### config.mk
export PLATFORM = sky130hd
export DESIGN_NAME = miller_rabin_witness_test_core
export DESIGN_NICKNAME = d
export VERILOG_FILES = /design/src/rtl/mrw_pkg.sv /design/src/rtl/mrw_modmul.sv /design/src/rtl/miller_rabin_witness_test_core.sv
export SDC_FILE = /design/constraint.sdc
export NUM_CORES = 2
export LEC_CHECK = 0
export ABC_AREA = 1
export BUFFER_PORTS_ARGS = -buffer_cell sky130_fd_sc_hd__buf_2
export CORE_AREA = 4 4 325 327
export CTS_CLUSTER_DIAMETER = 60
export DETAILED_ROUTE_END_ITERATION = 8
export DIE_AREA = 0 0 329 331
export PLACE_DENSITY = 0.61
export SYNTH_ARGS = -nofsm -noshare
export SYNTH_HDL_FRONTEND = slang
export SYNTH_HIERARCHICAL = 1
export SYNTH_SLANG_ARGS = --single-unit
### constraint.sdc
create_clock -name clk -period 10.3 [get_ports clk]
set_input_delay 1.03 -clock clk [delete_from_list [all_inputs] [get_ports clk]]
set_output_delay 1.03 -clock clk [all_outputs]
set_load 0.1 [all_outputs]
### src/rtl/mrw_pkg.sv
// shared constants, verdict codes and sequencer states for the witness test core
package mrw_pkg;

  localparam int NUM_BITS = 62;
  localparam int IN_W     = 62;
  localparam int CNT_W    = $clog2(NUM_BITS);
  localparam int S_W      = $clog2(NUM_BITS + 1);

  localparam logic [1:0] VERDICT_COMPOSITE   = 2'd0;
  localparam logic [1:0] VERDICT_PRIME       = 2'd1;
  localparam logic [1:0] VERDICT_BAD_MODULUS = 2'd2;
  localparam logic [1:0] VERDICT_BAD_WITNESS = 2'd3;

  typedef enum logic [2:0] {
    ST_IDLE,
    ST_SPLIT,
    ST_EXP_STEP,
    ST_WAIT_PMUL,
    ST_WAIT_BSQ,
    ST_TEST,
    ST_WAIT_SQR,
    ST_DONE
  } mrw_state_t;

endpackage

### src/rtl/mrw_modmul.sv
// bit-serial modular multiplier, one multiplier bit per cycle, msb first
module mrw_modmul (
  input  logic                         clk,
  input  logic                         rst_n,
  input  logic                         start,
  input  logic [mrw_pkg::NUM_BITS-1:0] x,
  input  logic [mrw_pkg::NUM_BITS-1:0] y,
  input  logic [mrw_pkg::NUM_BITS-1:0] n,
  output logic                         done,
  output logic [mrw_pkg::NUM_BITS-1:0] result
);

  localparam int NB = mrw_pkg::NUM_BITS;

  logic                          busy_r, busy_nxt;
  logic                          done_r, done_nxt;
  logic [mrw_pkg::CNT_W-1:0]     cnt_r, cnt_nxt;
  logic [NB-1:0]                 acc_r, acc_nxt;
  logic [NB-1:0]                 x_r, x_nxt;
  logic [NB-1:0]                 y_r, y_nxt;
  logic [NB-1:0]                 n_r, n_nxt;
  logic [NB+1:0]                 v, d1, d2, n1, n2;
  logic                          ge1, ge2;
  logic [NB-1:0]                 step_res;

  // acc*2 + bit*x lies below 3n, so at most two subtractions of n
  always_comb begin
    n1 = {2'b00, n_r};
    n2 = {1'b0, n_r, 1'b0};
    v  = {1'b0, acc_r, 1'b0} + (y_r[NB-1] ? {2'b00, x_r} : '0);
    d1 = v - n1;
    d2 = v - n2;
    ge1 = (v >= n1);
    ge2 = (v >= n2);
    if (ge2) begin
      step_res = d2[NB-1:0];
    end else if (ge1) begin
      step_res = d1[NB-1:0];
    end else begin
      step_res = v[NB-1:0];
    end
  end

  always_comb begin
    busy_nxt = busy_r;
    done_nxt = 1'b0;
    cnt_nxt  = cnt_r;
    acc_nxt  = acc_r;
    x_nxt    = x_r;
    y_nxt    = y_r;
    n_nxt    = n_r;
    if (start) begin
      busy_nxt = 1'b1;
      cnt_nxt  = mrw_pkg::CNT_W'(NB - 1);
      acc_nxt  = '0;
      x_nxt    = x;
      y_nxt    = y;
      n_nxt    = n;
    end else if (busy_r) begin
      acc_nxt = step_res;
      y_nxt   = {y_r[NB-2:0], 1'b0};
      cnt_nxt = cnt_r - 1'b1;
      if (cnt_r == '0) begin
        busy_nxt = 1'b0;
        done_nxt = 1'b1;
      end
    end
  end

  always_ff @(posedge clk) begin
    if (!rst_n) begin
      busy_r <= 1'b0;
      done_r <= 1'b0;
    end else begin
      busy_r <= busy_nxt;
      done_r <= done_nxt;
    end
    cnt_r <= cnt_nxt;
    acc_r <= acc_nxt;
    x_r   <= x_nxt;
    y_r   <= y_nxt;
    n_r   <= n_nxt;
  end

  assign done   = done_r;
  assign result = acc_r;

endmodule

### src/rtl/miller_rabin_witness_test_core.sv
// top level: one miller-rabin round with a single witness
// an invalid modulus or witness goes straight to the done state; otherwise the core splits
//   n-1 into d*2^s, runs square-and-multiply over the bits of d on the shared bit-serial
//   multiplier, then squares up to s-1 times for the witness test
// one request at a time: in_stall stays high until the core is back in idle
// reset: synchronous active-low rst_n clears the sequencer and the output valid
module miller_rabin_witness_test_core (
  input  logic                     clk,
  input  logic                     rst_n,
  input  logic                     in_valid,
  output logic                     in_stall,
  input  logic [mrw_pkg::IN_W-1:0] in_modulus,
  input  logic [mrw_pkg::IN_W-1:0] in_witness,
  output logic                     out_valid,
  input  logic                     out_stall,
  output logic [1:0]               out_verdict
);

  localparam int NB = mrw_pkg::NUM_BITS;

  mrw_pkg::mrw_state_t state_r, state_nxt;

  logic [NB-1:0]           n_r, n_nxt;
  logic [NB-1:0]           nm1_r, nm1_nxt;
  logic [NB-1:0]           d_r, d_nxt;
  logic [NB-1:0]           power_r, power_nxt;
  logic [NB-1:0]           base_r, base_nxt;
  logic [mrw_pkg::S_W-1:0] s_r, s_nxt;
  logic [mrw_pkg::S_W-1:0] round_r, round_nxt;
  logic [1:0]              verdict_r, verdict_nxt;
  logic                    out_valid_r, out_valid_nxt;
  logic [1:0]              out_verdict_r, out_verdict_nxt;

  logic [NB-1:0] in_n, in_a;
  logic          bad_mod, bad_wit, in_acc, out_free;
  logic          mul_start, mul_done;
  logic [NB-1:0] mul_x, mul_y, mul_res;
  logic [NB-1:0] one_v;

  assign one_v    = {{(NB-1){1'b0}}, 1'b1};
  assign in_n     = in_modulus[NB-1:0];
  assign in_a     = in_witness[NB-1:0];
  assign bad_mod  = (in_n < NB'(3)) || !in_n[0];
  assign bad_wit  = (in_a == '0) || (in_a >= in_n);
  assign in_stall = (state_r != mrw_pkg::ST_IDLE);
  assign in_acc   = in_valid && !in_stall;
  assign out_free = !out_valid_r || !out_stall;

  mrw_modmul u_mul (
    .clk    (clk),
    .rst_n  (rst_n),
    .start  (mul_start),
    .x      (mul_x),
    .y      (mul_y),
    .n      (n_r),
    .done   (mul_done),
    .result (mul_res)
  );

  // next state
  always_comb begin
    state_nxt = state_r;
    case (state_r)
      mrw_pkg::ST_IDLE: begin
        if (in_acc) begin
          if (bad_mod || bad_wit) begin
            state_nxt = mrw_pkg::ST_DONE;
          end else begin
            state_nxt = mrw_pkg::ST_SPLIT;
          end
        end
      end
      mrw_pkg::ST_SPLIT: begin
        if (d_r[0]) begin
          state_nxt = mrw_pkg::ST_EXP_STEP;
        end
      end
      mrw_pkg::ST_EXP_STEP: begin
        if (d_r == '0) begin
          state_nxt = mrw_pkg::ST_TEST;
        end else if (d_r[0]) begin
          state_nxt = mrw_pkg::ST_WAIT_PMUL;
        end else begin
          state_nxt = mrw_pkg::ST_WAIT_BSQ;
        end
      end
      mrw_pkg::ST_WAIT_PMUL: begin
        if (mul_done) begin
          state_nxt = mrw_pkg::ST_WAIT_BSQ;
        end
      end
      mrw_pkg::ST_WAIT_BSQ: begin
        if (mul_done) begin
          state_nxt = mrw_pkg::ST_EXP_STEP;
        end
      end
      mrw_pkg::ST_TEST: begin
        if (power_r == one_v || power_r == nm1_r || s_r <= mrw_pkg::S_W'(1)) begin
          state_nxt = mrw_pkg::ST_DONE;
        end else begin
          state_nxt = mrw_pkg::ST_WAIT_SQR;
        end
      end
      mrw_pkg::ST_WAIT_SQR: begin
        if (mul_done && (mul_res == nm1_r || round_r + 1'b1 >= s_r)) begin
          state_nxt = mrw_pkg::ST_DONE;
        end
      end
      mrw_pkg::ST_DONE: begin
        if (out_free) begin
          state_nxt = mrw_pkg::ST_IDLE;
        end
      end
      default: state_nxt = mrw_pkg::ST_IDLE;
    endcase
  end

  // datapath and outputs
  always_comb begin
    n_nxt           = n_r;
    nm1_nxt         = nm1_r;
    d_nxt           = d_r;
    power_nxt       = power_r;
    base_nxt        = base_r;
    s_nxt           = s_r;
    round_nxt       = round_r;
    verdict_nxt     = verdict_r;
    out_valid_nxt   = out_valid_r && out_stall;
    out_verdict_nxt = out_verdict_r;
    mul_start       = 1'b0;
    mul_x           = power_r;
    mul_y           = base_r;
    case (state_r)
      mrw_pkg::ST_IDLE: begin
        if (in_acc) begin
          n_nxt     = in_n;
          nm1_nxt   = in_n - one_v;
          d_nxt     = in_n - one_v;
          power_nxt = one_v;
          base_nxt  = in_a;
          s_nxt     = '0;
          round_nxt = mrw_pkg::S_W'(1);
          if (bad_mod) begin
            verdict_nxt = mrw_pkg::VERDICT_BAD_MODULUS;
          end else if (bad_wit) begin
            verdict_nxt = mrw_pkg::VERDICT_BAD_WITNESS;
          end else begin
            verdict_nxt = mrw_pkg::VERDICT_COMPOSITE;
          end
        end
      end
      mrw_pkg::ST_SPLIT: begin
        if (!d_r[0]) begin
          d_nxt = {1'b0, d_r[NB-1:1]};
          s_nxt = s_r + 1'b1;
        end
      end
      mrw_pkg::ST_EXP_STEP: begin
        if (d_r != '0) begin
          mul_start = 1'b1;
          if (!d_r[0]) begin
            mul_x = base_r;
          end
        end
      end
      mrw_pkg::ST_WAIT_PMUL: begin
        mul_x = base_r;
        if (mul_done) begin
          power_nxt = mul_res;
          mul_start = 1'b1;
        end
      end
      mrw_pkg::ST_WAIT_BSQ: begin
        if (mul_done) begin
          base_nxt = mul_res;
          d_nxt    = {1'b0, d_r[NB-1:1]};
        end
      end
      mrw_pkg::ST_TEST: begin
        mul_y = power_r;
        if (power_r == one_v || power_r == nm1_r) begin
          verdict_nxt = mrw_pkg::VERDICT_PRIME;
        end else if (s_r > mrw_pkg::S_W'(1)) begin
          mul_start = 1'b1;
        end
      end
      mrw_pkg::ST_WAIT_SQR: begin
        mul_x = mul_res;
        mul_y = mul_res;
        if (mul_done) begin
          power_nxt = mul_res;
          round_nxt = round_r + 1'b1;
          if (mul_res == nm1_r) begin
            verdict_nxt = mrw_pkg::VERDICT_PRIME;
          end else if (round_r + 1'b1 < s_r) begin
            mul_start = 1'b1;
          end
        end
      end
      mrw_pkg::ST_DONE: begin
        if (out_free) begin
          out_valid_nxt   = 1'b1;
          out_verdict_nxt = verdict_r;
        end
      end
      default: ;
    endcase
  end

  always_ff @(posedge clk) begin
    if (!rst_n) begin
      state_r     <= mrw_pkg::ST_IDLE;
      out_valid_r <= 1'b0;
    end else begin
      state_r     <= state_nxt;
      out_valid_r <= out_valid_nxt;
    end
    n_r           <= n_nxt;
    nm1_r         <= nm1_nxt;
    d_r           <= d_nxt;
    power_r       <= power_nxt;
    base_r        <= base_nxt;
    s_r           <= s_nxt;
    round_r       <= round_nxt;
    verdict_r     <= verdict_nxt;
    out_verdict_r <= out_verdict_nxt;
  end

  assign out_valid   = out_valid_r;
  assign out_verdict = out_verdict_r;

endmodule

==> reports/qor.txt <==
status - finished, final reports clean
CP max FO - 63
Via density - 5.58
Setup TNS Final - 0 ps
max frequency - 148 MHz
Global Route Usage Sum - 0.342
syn_area_per_cell - 6.98 µm²
Final Hold Fails - 0
final setup vio count - 0
largest net degree at the start of global routing - 103
Syn Nets - 6,954
Pins Over Slew Limit - 0
first-pass GRT wire length - 273,000 µm
Die X - 329 µm
Initial Util - 0.445
Setup Skew - 35.2 ps
Core Area - 103,000 µm²
fraction of layout cells with a size suffix above 1 - 0.0528
Worst-Skew Late Latency - 650 ps
R2R setup slack - 3520 ps
vias in the first global route - 42,165
global route total overflow - 0
Synth Flop Type - edfxtp_1
type of origin of the critical path - register
WL final - 191,000 µm
count of unique library cells instantiated by Yosys - 52
Worst-path clk slew - 60 ps
WS Path Type - reg -> reg
Mapped Cells - 6,562
H-tree levels - 3
wire per inst - 23.6 µm
fillers - 10,627
area of the mapped netlist - 45,800 µm²
Hold Buf Count CTS - 0
CP arrival - 7360 ps
RePlAce Congestion - 1.09
Post-CTS Setup Repair Bufs - 0
DRC Markers - 0
clk buf depth - 3
clk sinks - 586
DP Area - 47,900 µm²
fin cells - 8,104
max_slew headroom - 0.298
CTS tree - built
port buffer count - 131
I/O Pins - 132
DIE AREA - 109,000 µm²
Tcrit/Tclk final - 0.658
unrepaired setup endpoints after global routing - no
Initial DRC Count - 5,066
clock buffer count from CTS - 74
Post-synth EDFFs - 512
Setup crit end kind - register
asr flop ratio synth - 0
drt pass-1 iters - 6
# resized after CTS - 0
HP Class - reg -> reg
maxcap violations - 0
Finished Core Util - 0.489
initial antenna violation count - 3
Slowest-stage cell, CP - nand2_4
register bit total from synthesis - 586
Final min period - 6780 ps
Warnings, synthesis - 6
Least-Margin Pin Slew - 1050 ps
Row Count - 118
synthesis-to-layout area growth - 9.78%
dpl hpwl - 155,000 µm
crit-path most repeated cell - nand2_1
Design Area, Final - 50,300 µm²
Worst path max stage delay - 620 ps
antenna-violating nets left - 0
DP Cell Count - 7,966
vias after detailed routing - 45,255
nets - 7,054
Critical Path RT - 10,880 ps
Root Buffer - clkbuf_16
chip height - 331 µm
Seq/Total Area, Yosys - 0.368
==> final timing paths <==
kind	endpoint	cells past startpoint	start
max	u_mul/result[3]	33	u_mul/y_r[61]
min	u_mul/n_r[45]	0	n_r[45]
max reg2reg	u_mul/result[3]	33	u_mul/y_r[61]
min reg2reg	u_mul/n_r[45]	0	n_r[45]
==> sequential cells by signal (all words and copies together), names as in the netlist <==
signal,cells
n_r,62
u_mul/n_r,62
u_mul/cnt_r,6
d_r,62
power_r,62
u_mul/done,1
out_valid,1
u_mul/y_r,62
verdict_r,2
u_mul/result,62
u_mul/x_r,62
base_r,62
s_r,6
nm1_r,62
u_mul/busy_r,1
state_r,3
out_verdict,2
round_r,6
==> logic make-up (layout without fill, tap and decap cells) <==
kind of cell,Yosys count,in the layout,share of synthesized area
compound gates,943,943,0.114
flops,586,586,0.368
other cells,0,3,0
buf+inv,1100,1259,0.0922
simple gates,3428,3428,0.307
fa+ha+maj,264,264,0.0726
xor+xnor,241,241,0.0463
==> Yosys cell counts (3+ instances only) <==
cell type | count | area share
nand2_2 | 7 | 0.00096
nand3_1 | 255 | 0.028
nand3_2 | 5 | 0.0011
nor2_1 | 801 | 0.066
a21o_1 | 17 | 0.0028
clkbuf_1 | 102 | 0.0084
nand2_1 | 2057 | 0.17
edfxtp_1 | 512 | 0.34
xnor2_1 | 56 | 0.011
a22o_1 | 23 | 0.0044
nor3_1 | 66 | 0.0072
buf_1 | 4 | 0.00033
o21bai_1 | 39 | 0.0064
inv_2 | 14 | 0.0011
o21ai_0 | 347 | 0.038
and3_1 | 6 | 0.00082
nor4_2 | 3 | 0.00082
a211oi_1 | 7 | 0.0011
inv_1 | 938 | 0.077
or2_2 | 5 | 0.00068
ha_1 | 261 | 0.071
o211ai_1 | 69 | 0.011
nand2_4 | 4 | 0.00098
nor4_1 | 39 | 0.0053
nor2_4 | 7 | 0.0017
a21oi_1 | 394 | 0.043
dfxtp_1 | 74 | 0.032
a21boi_0 | 14 | 0.0023
a31oi_1 | 14 | 0.0019
and2_1 | 3 | 0.00041
fa_1 | 3 | 0.0013
o21a_1 | 9 | 0.0015
nand3b_1 | 10 | 0.0016
nor2_2 | 8 | 0.0011
nand4_1 | 145 | 0.020
xor2_1 | 184 | 0.035
buf_2 | 34 | 0.0037
buf_6 | 6 | 0.0015
==> layout by cell type, fill, tap and decap left out, types with 41 or more instances in the layout <==
| cell type | instances |
|---|---|
| nand4_1 | 145 |
| nand2_1 | 2055 |
| clkbuf_16 | 74 |
| inv_1 | 935 |
| o21ai_0 | 347 |
| nor3_1 | 66 |
| ha_1 | 261 |
| xor2_1 | 184 |
| a21oi_1 | 394 |
| edfxtp_1 | 512 |
| o211ai_1 | 69 |
| dfxtp_1 | 73 |
| buf_4 | 41 |
| nor2_1 | 795 |
| xnor2_1 | 56 |
| nand3_1 | 255 |
| buf_2 | 131 |
==> worst max-delay path: cells and delay by family, from the launching register on <==
family	cells	cell delay, ps
simple gates	22	3660
buf+inv	5	800
compound gates	2	770
fa+ha+maj	3	750
flops	1	320
xor+xnor	1	270
==> per-stage QoR <==
step           setup slack, ps  hold slack [ps]
2_1_floorplan             1260              400
3_3_place_gp              3620              403
3_5_place_dp              3560              405
4_1_cts                   3550              424
5_1_grt                   2850              427
6_report                  3520              423
==> layout make-up <==
cell class	count	area, µm²	share of cell area
well taps	1380	1730	0.0343
multi-input cells	4876	24800	0.493
clock buffers	92	1970	0.0392
inverters	952	3580	0.0711
flip-flops and latches	586	16900	0.335
clock inverters	43	393	0.00781
repair buffers	172	963	0.0192
diodes	3	7.51	0.000149
==> routing by layer <==
| metal | track usage | wire (µm) |
|---|---|---|
| met2 | 0.531 | 82600 |
| met3 | 0.0530 | 15800 |
| met1 | 0.460 | 80600 |
| met5 | 0 | 10 |
| met4 | 0.183 | 11900 |
Power is not shown: default switching activity piles up to over one toggle a cycle in this logic, so the estimate is an artifact.
